## config.mk

```make
export PLATFORM = sky130hd
export DESIGN_NAME = console_line_editor
export DESIGN_NICKNAME = d
export VERILOG_FILES = /design/src/hw/rtl/cle_pkg.sv /design/src/hw/rtl/cle_line_mem.sv /design/src/hw/rtl/cle_ctrl.sv /design/src/hw/rtl/console_line_editor.sv
export SDC_FILE = /design/constraint.sdc
export NUM_CORES = 1
export LEC_CHECK = 0
export BUFFER_PORTS_ARGS = -buffer_cell sky130_fd_sc_hd__buf_2
export CAP_MARGIN = 0
export CORE_ASPECT_RATIO = 1.25
export CORE_UTILIZATION = 63
export CTS_CLUSTER_DIAMETER = 150
export DETAILED_ROUTE_END_ITERATION = 8
export PLACE_DENSITY_LB_ADDON = 0.1
export SLEW_MARGIN = 20
export SYNTH_ARGS = -nofsm -noshare
export SYNTH_HDL_FRONTEND = slang
export SYNTH_SLANG_ARGS = --single-unit
```

## constraint.sdc

```tcl
create_clock -name clk -period 4.4 [get_ports clk]
set_input_delay 0.88 -clock clk [delete_from_list [all_inputs] [get_ports clk]]
set_output_delay 0.88 -clock clk [all_outputs]
set_load 0.02 [all_outputs]
```

## src/hw/rtl/cle_pkg.sv

```systemverilog
// Shared types and constants for the console line editor.
package cle_pkg;

	localparam int unsigned BYTE_W  = 8;
	localparam int unsigned POS_W   = 6;
	localparam int unsigned START_W = 7;

	localparam logic [BYTE_W-1:0] KEY_DELETE = 8'd127;
	localparam logic [BYTE_W-1:0] KEY_CLEAR  = 8'd3;
	localparam logic [BYTE_W-1:0] KEY_CR     = 8'd13;
	localparam logic [BYTE_W-1:0] KEY_LF     = 8'd10;
	localparam logic [BYTE_W-1:0] KEY_SPACE  = 8'd32;
	localparam logic [BYTE_W-1:0] KEY_SEP    = 8'd0;
	localparam logic [BYTE_W-1:0] CASE_BIT   = 8'd32;

	typedef enum logic [1:0] {
		ST_IDLE,
		ST_FETCH,
		ST_HOLD
	} state_t;

endpackage

```

## src/hw/rtl/cle_line_mem.sv

```systemverilog
// Line store: single-port-write, registered-read byte memory.
module cle_line_mem #(
	parameter int unsigned DEPTH = 64
) (
	input  logic                                clk,
	input  logic                                we,
	input  logic [$clog2(DEPTH)-1:0]            waddr,
	input  logic [cle_pkg::BYTE_W-1:0]          wdata,
	input  logic [$clog2(DEPTH)-1:0]            raddr,
	output logic [cle_pkg::BYTE_W-1:0]          rdata
);

	logic [cle_pkg::BYTE_W-1:0] mem_q [DEPTH];
	logic [cle_pkg::BYTE_W-1:0] rdata_q;

	always_ff @(posedge clk) begin
		if (we) begin
			mem_q[waddr] <= wdata;
		end
	end

	always_ff @(posedge clk) begin
		rdata_q <= mem_q[raddr];
	end

	assign rdata = rdata_q;

endmodule

```

## src/hw/rtl/cle_ctrl.sv

```systemverilog
// Line editing control, length and argument mark registers, and line emit sequencer.
module cle_ctrl #(
	parameter int unsigned DEPTH = 64
) (
	input  logic                              clk,
	input  logic                              arst_n,
	input  logic                              in_valid,
	output logic                              in_stall,
	input  logic [cle_pkg::BYTE_W-1:0]        rx_byte,
	output logic                              out_valid,
	input  logic                              out_stall,
	output logic [cle_pkg::BYTE_W-1:0]        line_char,
	output logic [cle_pkg::POS_W-1:0]         char_position,
	output logic [cle_pkg::START_W-1:0]       arg_start,
	output logic                              last,
	output logic                              mem_we,
	output logic [$clog2(DEPTH)-1:0]          mem_waddr,
	output logic [cle_pkg::BYTE_W-1:0]        mem_wdata,
	output logic [$clog2(DEPTH)-1:0]          mem_raddr,
	input  logic [cle_pkg::BYTE_W-1:0]        mem_rdata
);

	localparam int unsigned ADDR_W = $clog2(DEPTH);
	localparam int unsigned LEN_W  = $clog2(DEPTH + 1);

	cle_pkg::state_t state_q, state_next;

	logic [LEN_W-1:0]  len_q;
	logic [LEN_W-1:0]  mark_q;
	logic [ADDR_W-1:0] idx_q;
	logic [LEN_W-1:0]  emit_len_q;
	logic [LEN_W-1:0]  emit_start_q;

	logic [cle_pkg::BYTE_W-1:0]  line_char_q;
	logic [cle_pkg::POS_W-1:0]   char_position_q;
	logic [cle_pkg::START_W-1:0] arg_start_q;
	logic                        last_q;

	logic [cle_pkg::BYTE_W-1:0] byte_f;
	logic is_alnum, is_space, is_eol, is_del, is_clr;
	logic in_acc, out_acc, room, len_nz, mark_nz, start_emit, fetch_last;

	always_comb begin
		byte_f = rx_byte;
		if (rx_byte >= 8'h41 && rx_byte <= 8'h5A) begin
			byte_f = rx_byte + cle_pkg::CASE_BIT;
		end
	end

	assign is_alnum = (byte_f >= 8'h61 && byte_f <= 8'h7A) || (byte_f >= 8'h30 && byte_f <= 8'h39);
	assign is_space = (byte_f == cle_pkg::KEY_SPACE);
	assign is_eol   = (byte_f == cle_pkg::KEY_CR) || (byte_f == cle_pkg::KEY_LF);
	assign is_del   = (byte_f == cle_pkg::KEY_DELETE);
	assign is_clr   = (byte_f == cle_pkg::KEY_CLEAR);

	assign in_acc     = in_valid && (state_q == cle_pkg::ST_IDLE);
	assign out_acc    = out_valid && !out_stall;
	assign room       = (len_q < LEN_W'(DEPTH));
	assign len_nz     = (len_q != '0);
	assign mark_nz    = (mark_q != '0);
	assign start_emit = in_acc && is_eol && len_nz;
	assign fetch_last = ((LEN_W'(idx_q) + LEN_W'(1)) == emit_len_q);

	assign mem_we    = in_acc && room && (is_alnum || (is_space && len_nz));
	assign mem_waddr = len_q[ADDR_W-1:0];
	assign mem_wdata = is_alnum ? byte_f : (mark_nz ? cle_pkg::KEY_SPACE : cle_pkg::KEY_SEP);

	always_comb begin
		state_next = state_q;
		case (state_q)
			cle_pkg::ST_IDLE: begin
				if (start_emit) begin
					state_next = cle_pkg::ST_FETCH;
				end
			end
			cle_pkg::ST_FETCH: begin
				state_next = cle_pkg::ST_HOLD;
			end
			cle_pkg::ST_HOLD: begin
				if (out_acc) begin
					state_next = last_q ? cle_pkg::ST_IDLE : cle_pkg::ST_FETCH;
				end
			end
			default: begin
				state_next = cle_pkg::ST_IDLE;
			end
		endcase
	end

	always_comb begin
		in_stall  = 1'b1;
		out_valid = 1'b0;
		mem_raddr = idx_q;
		case (state_q)
			cle_pkg::ST_IDLE: begin
				in_stall  = 1'b0;
				mem_raddr = '0;
			end
			cle_pkg::ST_FETCH: begin
				mem_raddr = idx_q;
			end
			cle_pkg::ST_HOLD: begin
				out_valid = 1'b1;
				mem_raddr = idx_q + ADDR_W'(1);
			end
			default: begin
				in_stall = 1'b1;
			end
		endcase
	end

	always_ff @(posedge clk or negedge arst_n) begin
		if (!arst_n) begin
			state_q <= cle_pkg::ST_IDLE;
			len_q   <= '0;
			mark_q  <= '0;
			idx_q   <= '0;
		end else begin
			state_q <= state_next;
			if (start_emit) begin
				idx_q <= '0;
			end else if (state_q == cle_pkg::ST_HOLD && out_acc && !last_q) begin
				idx_q <= idx_q + ADDR_W'(1);
			end
			if (in_acc) begin
				if (mem_we) begin
					len_q <= len_q + LEN_W'(1);
					if (is_space && !mark_nz) begin
						mark_q <= len_q + LEN_W'(1);
					end
				end else if (is_eol || is_clr) begin
					len_q  <= '0;
					mark_q <= '0;
				end else if (is_del && len_nz) begin
					len_q <= len_q - LEN_W'(1);
					if (mark_nz && len_q == mark_q) begin
						mark_q <= '0;
					end
				end
			end
		end
	end

	always_ff @(posedge clk) begin
		if (start_emit) begin
			emit_len_q   <= len_q;
			emit_start_q <= mark_nz ? mark_q : len_q;
		end
		if (state_q == cle_pkg::ST_FETCH) begin
			line_char_q     <= mem_rdata;
			char_position_q <= cle_pkg::POS_W'(idx_q);
			arg_start_q     <= cle_pkg::START_W'(emit_start_q);
			last_q          <= fetch_last;
		end
	end

	assign line_char     = line_char_q;
	assign char_position = char_position_q;
	assign arg_start     = arg_start_q;
	assign last          = last_q;

endmodule

```

## src/hw/rtl/console_line_editor.sv

```systemverilog
// Console line editor top level: line store memory and editing control.
// Received bytes edit a command line held in a LINE_DEPTH-byte store. A
// carriage return or line feed on a non-empty line emits the stored bytes in
// order, one word per stored byte; each result word passes through the
// memory read and then the output register, and is held while out_stall
// is high. While a line is being emitted the input is stalled, and after the
// last result word is taken the next input word may be accepted in the
// following cycle.
module console_line_editor #(
	parameter int unsigned LINE_DEPTH = 64
) (
	input  logic                        clk,
	input  logic                        arst_n,
	input  logic                        in_valid,
	output logic                        in_stall,
	input  logic [cle_pkg::BYTE_W-1:0]  rx_byte,
	output logic                        out_valid,
	input  logic                        out_stall,
	output logic [cle_pkg::BYTE_W-1:0]  line_char,
	output logic [cle_pkg::POS_W-1:0]   char_position,
	output logic [cle_pkg::START_W-1:0] arg_start,
	output logic                        last
);

	localparam int unsigned ADDR_W = $clog2(LINE_DEPTH);

	logic                       mem_we;
	logic [ADDR_W-1:0]          mem_waddr;
	logic [cle_pkg::BYTE_W-1:0] mem_wdata;
	logic [ADDR_W-1:0]          mem_raddr;
	logic [cle_pkg::BYTE_W-1:0] mem_rdata;

	cle_ctrl #(
		.DEPTH(LINE_DEPTH)
	) u_ctrl (
		.clk          (clk),
		.arst_n       (arst_n),
		.in_valid     (in_valid),
		.in_stall     (in_stall),
		.rx_byte      (rx_byte),
		.out_valid    (out_valid),
		.out_stall    (out_stall),
		.line_char    (line_char),
		.char_position(char_position),
		.arg_start    (arg_start),
		.last         (last),
		.mem_we       (mem_we),
		.mem_waddr    (mem_waddr),
		.mem_wdata    (mem_wdata),
		.mem_raddr    (mem_raddr),
		.mem_rdata    (mem_rdata)
	);

	cle_line_mem #(
		.DEPTH(LINE_DEPTH)
	) u_mem (
		.clk  (clk),
		.we   (mem_we),
		.waddr(mem_waddr),
		.wdata(mem_wdata),
		.raddr(mem_raddr),
		.rdata(mem_rdata)
	);

endmodule

```

=== Yosys cells after proc, flatten, opt, wreduce, memory -nomap -nowiden ===
Memory sizes are Yosys's and may differ from the RTL's. A register that Yosys moved wholly into a read port is not among the register bits.
Index checks and enable logic that the tools add are counted.

* Memory bits (writable): 512
* Word-level logic and storage cells: 89
* Register bits after elaboration: 58
* Input bits: 12
* Memories: 1

{| class="wikitable"
|+ Memories
! name !! words !! bits a word !! rd ports !! clocked after memory_dff !! wr ports !! RTL line !! RTL
|-
| u_mem.mem_q || 64 || 8 || 1 || 1 || 1 || cle_line_mem.sv:13 || <nowiki>logic [cle_pkg::BYTE_W-1:0] mem_q [DEPTH];</nowiki>
|}

* Reductions and logical operators: 31
* Order comparisons: 7
* $add $sub $neg: 5
* Eq/ne operators: 12
* Mux-type cells: 23

{| class="wikitable"
|+ Operators by type and width
! cell !! number
|-
| $mux W7 || 9
|-
| $mux W6 || 3
|-
| $eq A8 B4 Y1 const B || 2
|-
| $ge A8 B7 Y1 const B || 2
|-
| $le A8 B7 Y1 const B || 2
|-
| $mux W8 || 2
|-
| $logic_and A1 B1 Y1 || 15
|-
| $eq A7 B7 Y1 || 2
|-
| $reduce_bool A7 Y1 || 2
|-
| $pmux W6 S2 || 1
|-
| $add A8 B6 Y8 const B || 1
|-
| $eq A8 B2 Y1 const B || 1
|-
| $eq A8 B6 Y1 const B || 1
|-
| $eq A8 B7 Y1 const B || 1
|-
| $ge A8 B6 Y1 const B || 1
|-
| $le A8 B6 Y1 const B || 1
|-
| $add A6 B1 Y7 const B || 1
|-
| $add A7 B1 Y7 const B || 1
|-
| $lt A7 B7 Y1 const B || 1
|-
| $sub A7 B1 Y7 const B || 1
|-
| $add A6 B1 Y6 const B || 1
|-
| $ne A2 B1 Y1 const B || 3
|-
| $pmux W2 S3 || 1
|-
| $reduce_bool A3 Y1 || 2
|-
| 10 further kinds || 21
|}

=== Longest topological paths before layout ===
* Depth in word-level cells: 10
* Gate-level depth with buffers: 11
* Depth with buffers taken out: 9

=== Hierarchy ===
A second synthesis with hierarchy kept.

* Cells, all modules: 1238
* Area, all modules: 23406.2 um2

{| class="wikitable"
|+ Modules (own cells, without submodules)
! module !! cells each !! instances !! area an instance (um2)
|-
| cle_line_mem || 940 || 1 || 20166.8
|-
| cle_ctrl || 298 || 1 || 3239.4
|}

=== Worst setup path before layout ===
No wires, ideal clock.

* Path type: input-to-reg
* Start point: input port rx_byte[5] (netlist bit)
* End point: memory u_mem.mem_q[0][0] (netlist bit), data pin
* Data required time: 3883 ps
* Setup time: 517 ps
* Slack: 63 ps
* Cell stages on the path: 7
* Arrival: 3820 ps
* Cell sequence: inv_1 > ha_1 > or4_1 > nor3_1 > a211oi_2 > buf_2 > nor2b_1

* Cells in the longest elaborated chain, start to end: 7

{| class="wikitable"
|+ Ends and longest elaborated chain
! what !! RTL line !! RTL
|-
| start: declaration || console_line_editor.sv:16 || <nowiki>input logic [cle_pkg::BYTE_W-1:0] rx_byte,</nowiki>
|-
| $ge A8 B7 Y1 / $le A8 B7 Y1 (equally long branches) || cle_ctrl.sv:45 || <nowiki>if (rx_byte >= 8'h41 && rx_byte <= 8'h5A) begin</nowiki>
|-
| $logic_and A1 B1 Y1 || cle_ctrl.sv:45 ||
|-
| $mux W8 * || cle_ctrl.sv:45 ||
|-
| $ge A8 B7 Y1, or another cell as far along || cle_ctrl.sv:50 || <nowiki>assign is_alnum = (byte_f >= 8'h61 && byte_f <= 8'h7A) || (byte_f >= 8'h30 && byte_f <= 8'h39);</nowiki>
|-
| $logic_and A1 B1 Y1 || cle_ctrl.sv:50 ||
|-
| $logic_or A1 B1 Y1 || cle_ctrl.sv:50 ||
|-
| $mux W8 * || cle_ctrl.sv:66 || <nowiki>assign mem_wdata = is_alnum ? byte_f : (mark_nz ? cle_pkg::KEY_SPACE : cle_pkg::KEY_SEP);</nowiki>
|-
| net mem_wdata (one bit) || console_line_editor.sv:29 || <nowiki>logic [cle_pkg::BYTE_W-1:0] mem_wdata;</nowiki>
|-
| end: declaration || cle_line_mem.sv:13 ||
|}

The timed path passes the listed nets; every way through them passes the cells marked *.

=== Final worst setup path ===
* Start point: register u_ctrl.len_q[0]
* End point: memory u_mem.mem_q[44][0] (netlist bit), enable pin

* Cells in the longest elaborated chain, start to end: 6

{| class="wikitable"
|+ Ends and longest elaborated chain
! what !! RTL line !! RTL
|-
| start: declaration || cle_ctrl.sv:28 || <nowiki>logic [LEN_W-1:0] len_q;</nowiki>
|-
| start signal: assignment || cle_ctrl.sv:127 || <nowiki>len_q <= len_q + LEN_W'(1);</nowiki>
|-
| start signal: assignment || cle_ctrl.sv:135 || <nowiki>len_q <= len_q - LEN_W'(1);</nowiki>
|-
| branches (longest 6 deep; another with $lt A7 B7 Y1) || n/a ||
|}

Parallel ways; which one is timed is not known.

==> results.md <==
* Outcome: finished clean
* Post-Synth XOR/XNOR Area at less than 1%
* Syn Area/Cell at roughly 13 µm²
* Largest family of logic cells by synthesized area: simple AND/OR/NAND/NOR gates
* Buffers on Ports at 35
* H-tree Lvls at 2
* CTS root buf: clkbuf_16
* CTS clk-pin slew, worst paths at around 70 ps
* Final hold viol count at 0
* Max IR drop VDD at just over 600 µV
* Library cells used by synthesis at 76
* 1st-iter DRT viols at between 1500 and 2000
* Measured slew at the worst slew-check pin at about 1000 ps
* Overflow after GRT at 0
* Sequential share of the synthesized area at a little under three quarters
* Vias at roughly 16000
* Worst-path cell chain: inv_1, ha_1, and4_1, or2_4, a21oi_4, nand3_1, nor2_1
* WS Path Type: register to register
* Top cell type's share of synthesized area at between 60% and 70%
* Total inserted antenna cells at 0
* GP Congestion at roughly 0.90
* Synth Instances at around 1800
* Maximum root-to-sink buffer count at 3
* Hold buffers post-CTS at 0
* DIE HEIGHT at between 200 and 250 µm
* Worst Setup Start Kind: register
* Initial Util at between 60% and 70%
* TritonCTS clock tree: built
* Worst slew margin at approximately 32%
* Final setup TNS at 0 ps
* Post-synth EDFFs at 548
* Chip width at approximately 180 µm
* Total GRT Usage at a little under a third
* Synth Area in Compound Gates at under 10%
* # Post-CTS Setup Buffers at 0
* P per Cell Area at roughly 420 nW/µm²
* Post-DR vias/cell at about 6.4
* Clk_skew at 16.5 ps
* CP required at approximately 4600 ps
* Post-DP HPWL at around 36000 µm
* Clock share of power at 39.6%
* FF+latch count, synth at 578
* Synth Area in Adders at 0.262%
* Fillcell total at approximately 2500
* Crit-path max FO at 15
* Antenna viol nets, final at 0
* Skew-Pair Late Insertion Delay at around 590 ps
* CTS Buf Count at 52
* Final setup fails at 0
* Pleak at between 9 and 10 nW
* Row cnt at between 70 and 80
* Mux cell area share after synthesis at less than 1%
* Async S/R FF share, synth at about 3.8%
* Hold Slack at between 200 and 300 ps
* Crit end category: register
* Router iterations before antenna repair at 6
* WL per Instance at between 20 and 25 µm
* Top post-synthesis cells by area: edfxtp_1, nand2_1, a311oi_1, a211oi_1, dfrtp_1
* I/O pins at 36
* Max Cap Viol at 0
* First-pass GRT wire length at ~89000 µm
* Area Overhead vs Synth at 13.3%
* Top cell type by total area after synthesis: edfxtp_1
* Nets at between 1500 and 2000
* # clock sinks at between 500 and 600
* Combinational cell fraction of total power at under 10%
* Main flop type after synthesis: edfxtp_1
* CORE AREA at 37300 µm²
* Largest net degree at the start of global routing at 119
* Worst path max stage delay at 830 ps
* Initial antenna violation count at 1
* P_sw at between 2 and 2.5 mW
* Vias in the first global route at 15345
* Switching portion of total power at 21.8%
* Worst Hold Class: primary input to asynchronous set/reset pin
* Unrepaired setup endpoints after global routing: false
* Cell-internal power at a little under 9 mW
* CP arrival at between 4000 and 5000 ps
* Share of layout cells above drive strength 1 at 12.5%
* Total Die Area at just under 40000 µm²
* WL final at between 50000 and 60000 µm
* Simple-gate share of the synthesized area at between 10 and 15%
* Tcrit/Tclk final at a little over nine tenths
* Mapped cell area at about 24000 µm²
* DR DRC count at 0
* FMAX at approximately 240 MHz
* Resized Gates After CTS at 0
* Slowest cell on crit path: nor2_1
* Share of power burned in registers at a little over half
* Synth Warn # at 0
* Fin crit period at 4210 ps
* Count of final max-slew check failures at 0
-- metal layers --
layer | global-route usage (%) | routed length, µm
met3 | 5.43 | 5250
met5 | 0 | 13
met4 | 13.9 | 2410
met1 | 41.3 | 22400
met2 | 52.0 | 29100
-- path summary, 6_finish.rpt --
check	slack (ps)	cells after the start	start	to
max in group asynchronous	3760	1	arst_n	u_ctrl.mark_q[0]
worst max register to register	190	7	u_ctrl.len_q[0]	u_mem.mem_q[44][0]
worst min-delay path	270	1	arst_n	u_ctrl.idx_q[0]
worst min register to register	400	0	u_mem.rdata[5]	u_ctrl.line_char[5]
min in group clk	400	0	u_mem.rdata[5]	u_ctrl.line_char[5]
worst max-delay path	190	7	u_ctrl.len_q[0]	u_mem.mem_q[44][0]
-- state kept, by name, summed over array words and instances (netlist names) --
signal	cells
u_ctrl.char_position	6
u_ctrl.last	1
u_ctrl.state_q	2
u_mem.mem_q	512
u_ctrl.mark_q	7
u_ctrl.arg_start	7
u_ctrl.emit_len_q	7
u_ctrl.line_char	8
u_ctrl.emit_start_q	7
u_ctrl.idx_q	6
u_ctrl.len_q	7
u_mem.rdata	8
-- critical path: cells and delay by family, from the launching register on --
family                   cells  cell delay, ps
AO/OA/AOI/OAI                1             400
adder cells (fa/ha/maj)      1             340
buffers and inverters        1             240
flip-flops                   1             650
AND/OR/NAND/NOR              4            2220
-- layout by cell type, fill, tap and decap left out, types with 7 or more instances in the layout --
master / n
o22ai_1: 22
and3_1: 79
or4_1: 10
a311oi_1: 79
nand2_1: 386
xor2_1: 9
dfrtp_1: 22
edfxtp_1: 548
nor3_1: 7
buf_12: 12
mux2i_1: 12
buf_4: 83
clkinv_1: 11
nor2_1: 84
clkbuf_1: 13
a31oi_1: 31
conb_1: 64
dfxtp_1: 8
o21ai_0: 38
nand3_1: 110
inv_1: 12
a21o_1: 8
buf_2: 35
a211oi_1: 78
a21oi_1: 13
xnor2_1: 16
clkbuf_16: 56
-- power by group through the flow --
stage / clock network [mW] / logic (mW) / registers, mW
final: 4.49 / 0.686 / 6.17
after global routing: 4.73 / 0.736 / 6.18
after CTS: 4.52 / 0.675 / 6.17
after detailed placement: 0 / 0.673 / 6.29
after global placement: 0 / 0.661 / 6.29
after floorplan: 0 / 0.478 / 6.23
-- cell usage after synthesis, types with 3 or more instances --
cell      number
buf_2         24
xor2_1         9
nand3b_1       4
nor2b_1       10
a311oi_1      79
and3_1        79
or2_2          4
nand3_1      110
nand4_1        4
nand2_1      389
nor4_1         3
ha_1           5
nand4b_4       3
o21ai_0       38
a21oi_1       13
o211ai_1       3
inv_1         12
buf_1          7
a21o_1         8
a31oi_1       31
dfrtp_1       22
nand2b_1       4
edfxtp_1     548
o22ai_1       22
xnor2_1       16
mux2i_1       12
nor3b_1        4
mux2_2         4
nor3_1         7
clkbuf_1      99
nor2_1        84
dfxtp_1        8
a211oi_1      78
or4_1         10
-- final cells by class --
type	count	area, µm²	area share, %
Clock inverter	22	189	0.698
Clock buffer	74	1520	5.62
Timing Repair Buffer	130	1040	3.84
Inverter	12	45.0	0.167
Sequential cell	578	17200	63.5
Tap cell	486	608	2.25
Multi-Input combinational cell	1149	6480	24.0
-- per-stage QoR --
step / cells / cell area (µm²) / worst slack, ps / power [mW] / utilization [%]
2_1_floorplan: 1870 / 24100 / 63.2 / 6.71 / -
3_3_place_gp: 2354 / 25300 / -168 / 6.95 / 68.0
3_5_place_dp: 2354 / 25300 / -260 / 6.96 / 68.0
4_1_cts: 2450 / 27000 / 308 / 11.4 / 72.5
5_1_grt: 2451 / 27100 / 41.4 / 11.6 / 72.6
6_report: 2451 / 27100 / 186 / 11.4 / 72.6
-- cell families after synthesis --
kind of cell | Yosys count
other cells | 1
fa+ha+maj | 5
mux | 18
buf+inv | 143
xor+xnor | 25
flops | 578
compound gates | 299
simple gates | 738
(Power assumes the default switching activity.)
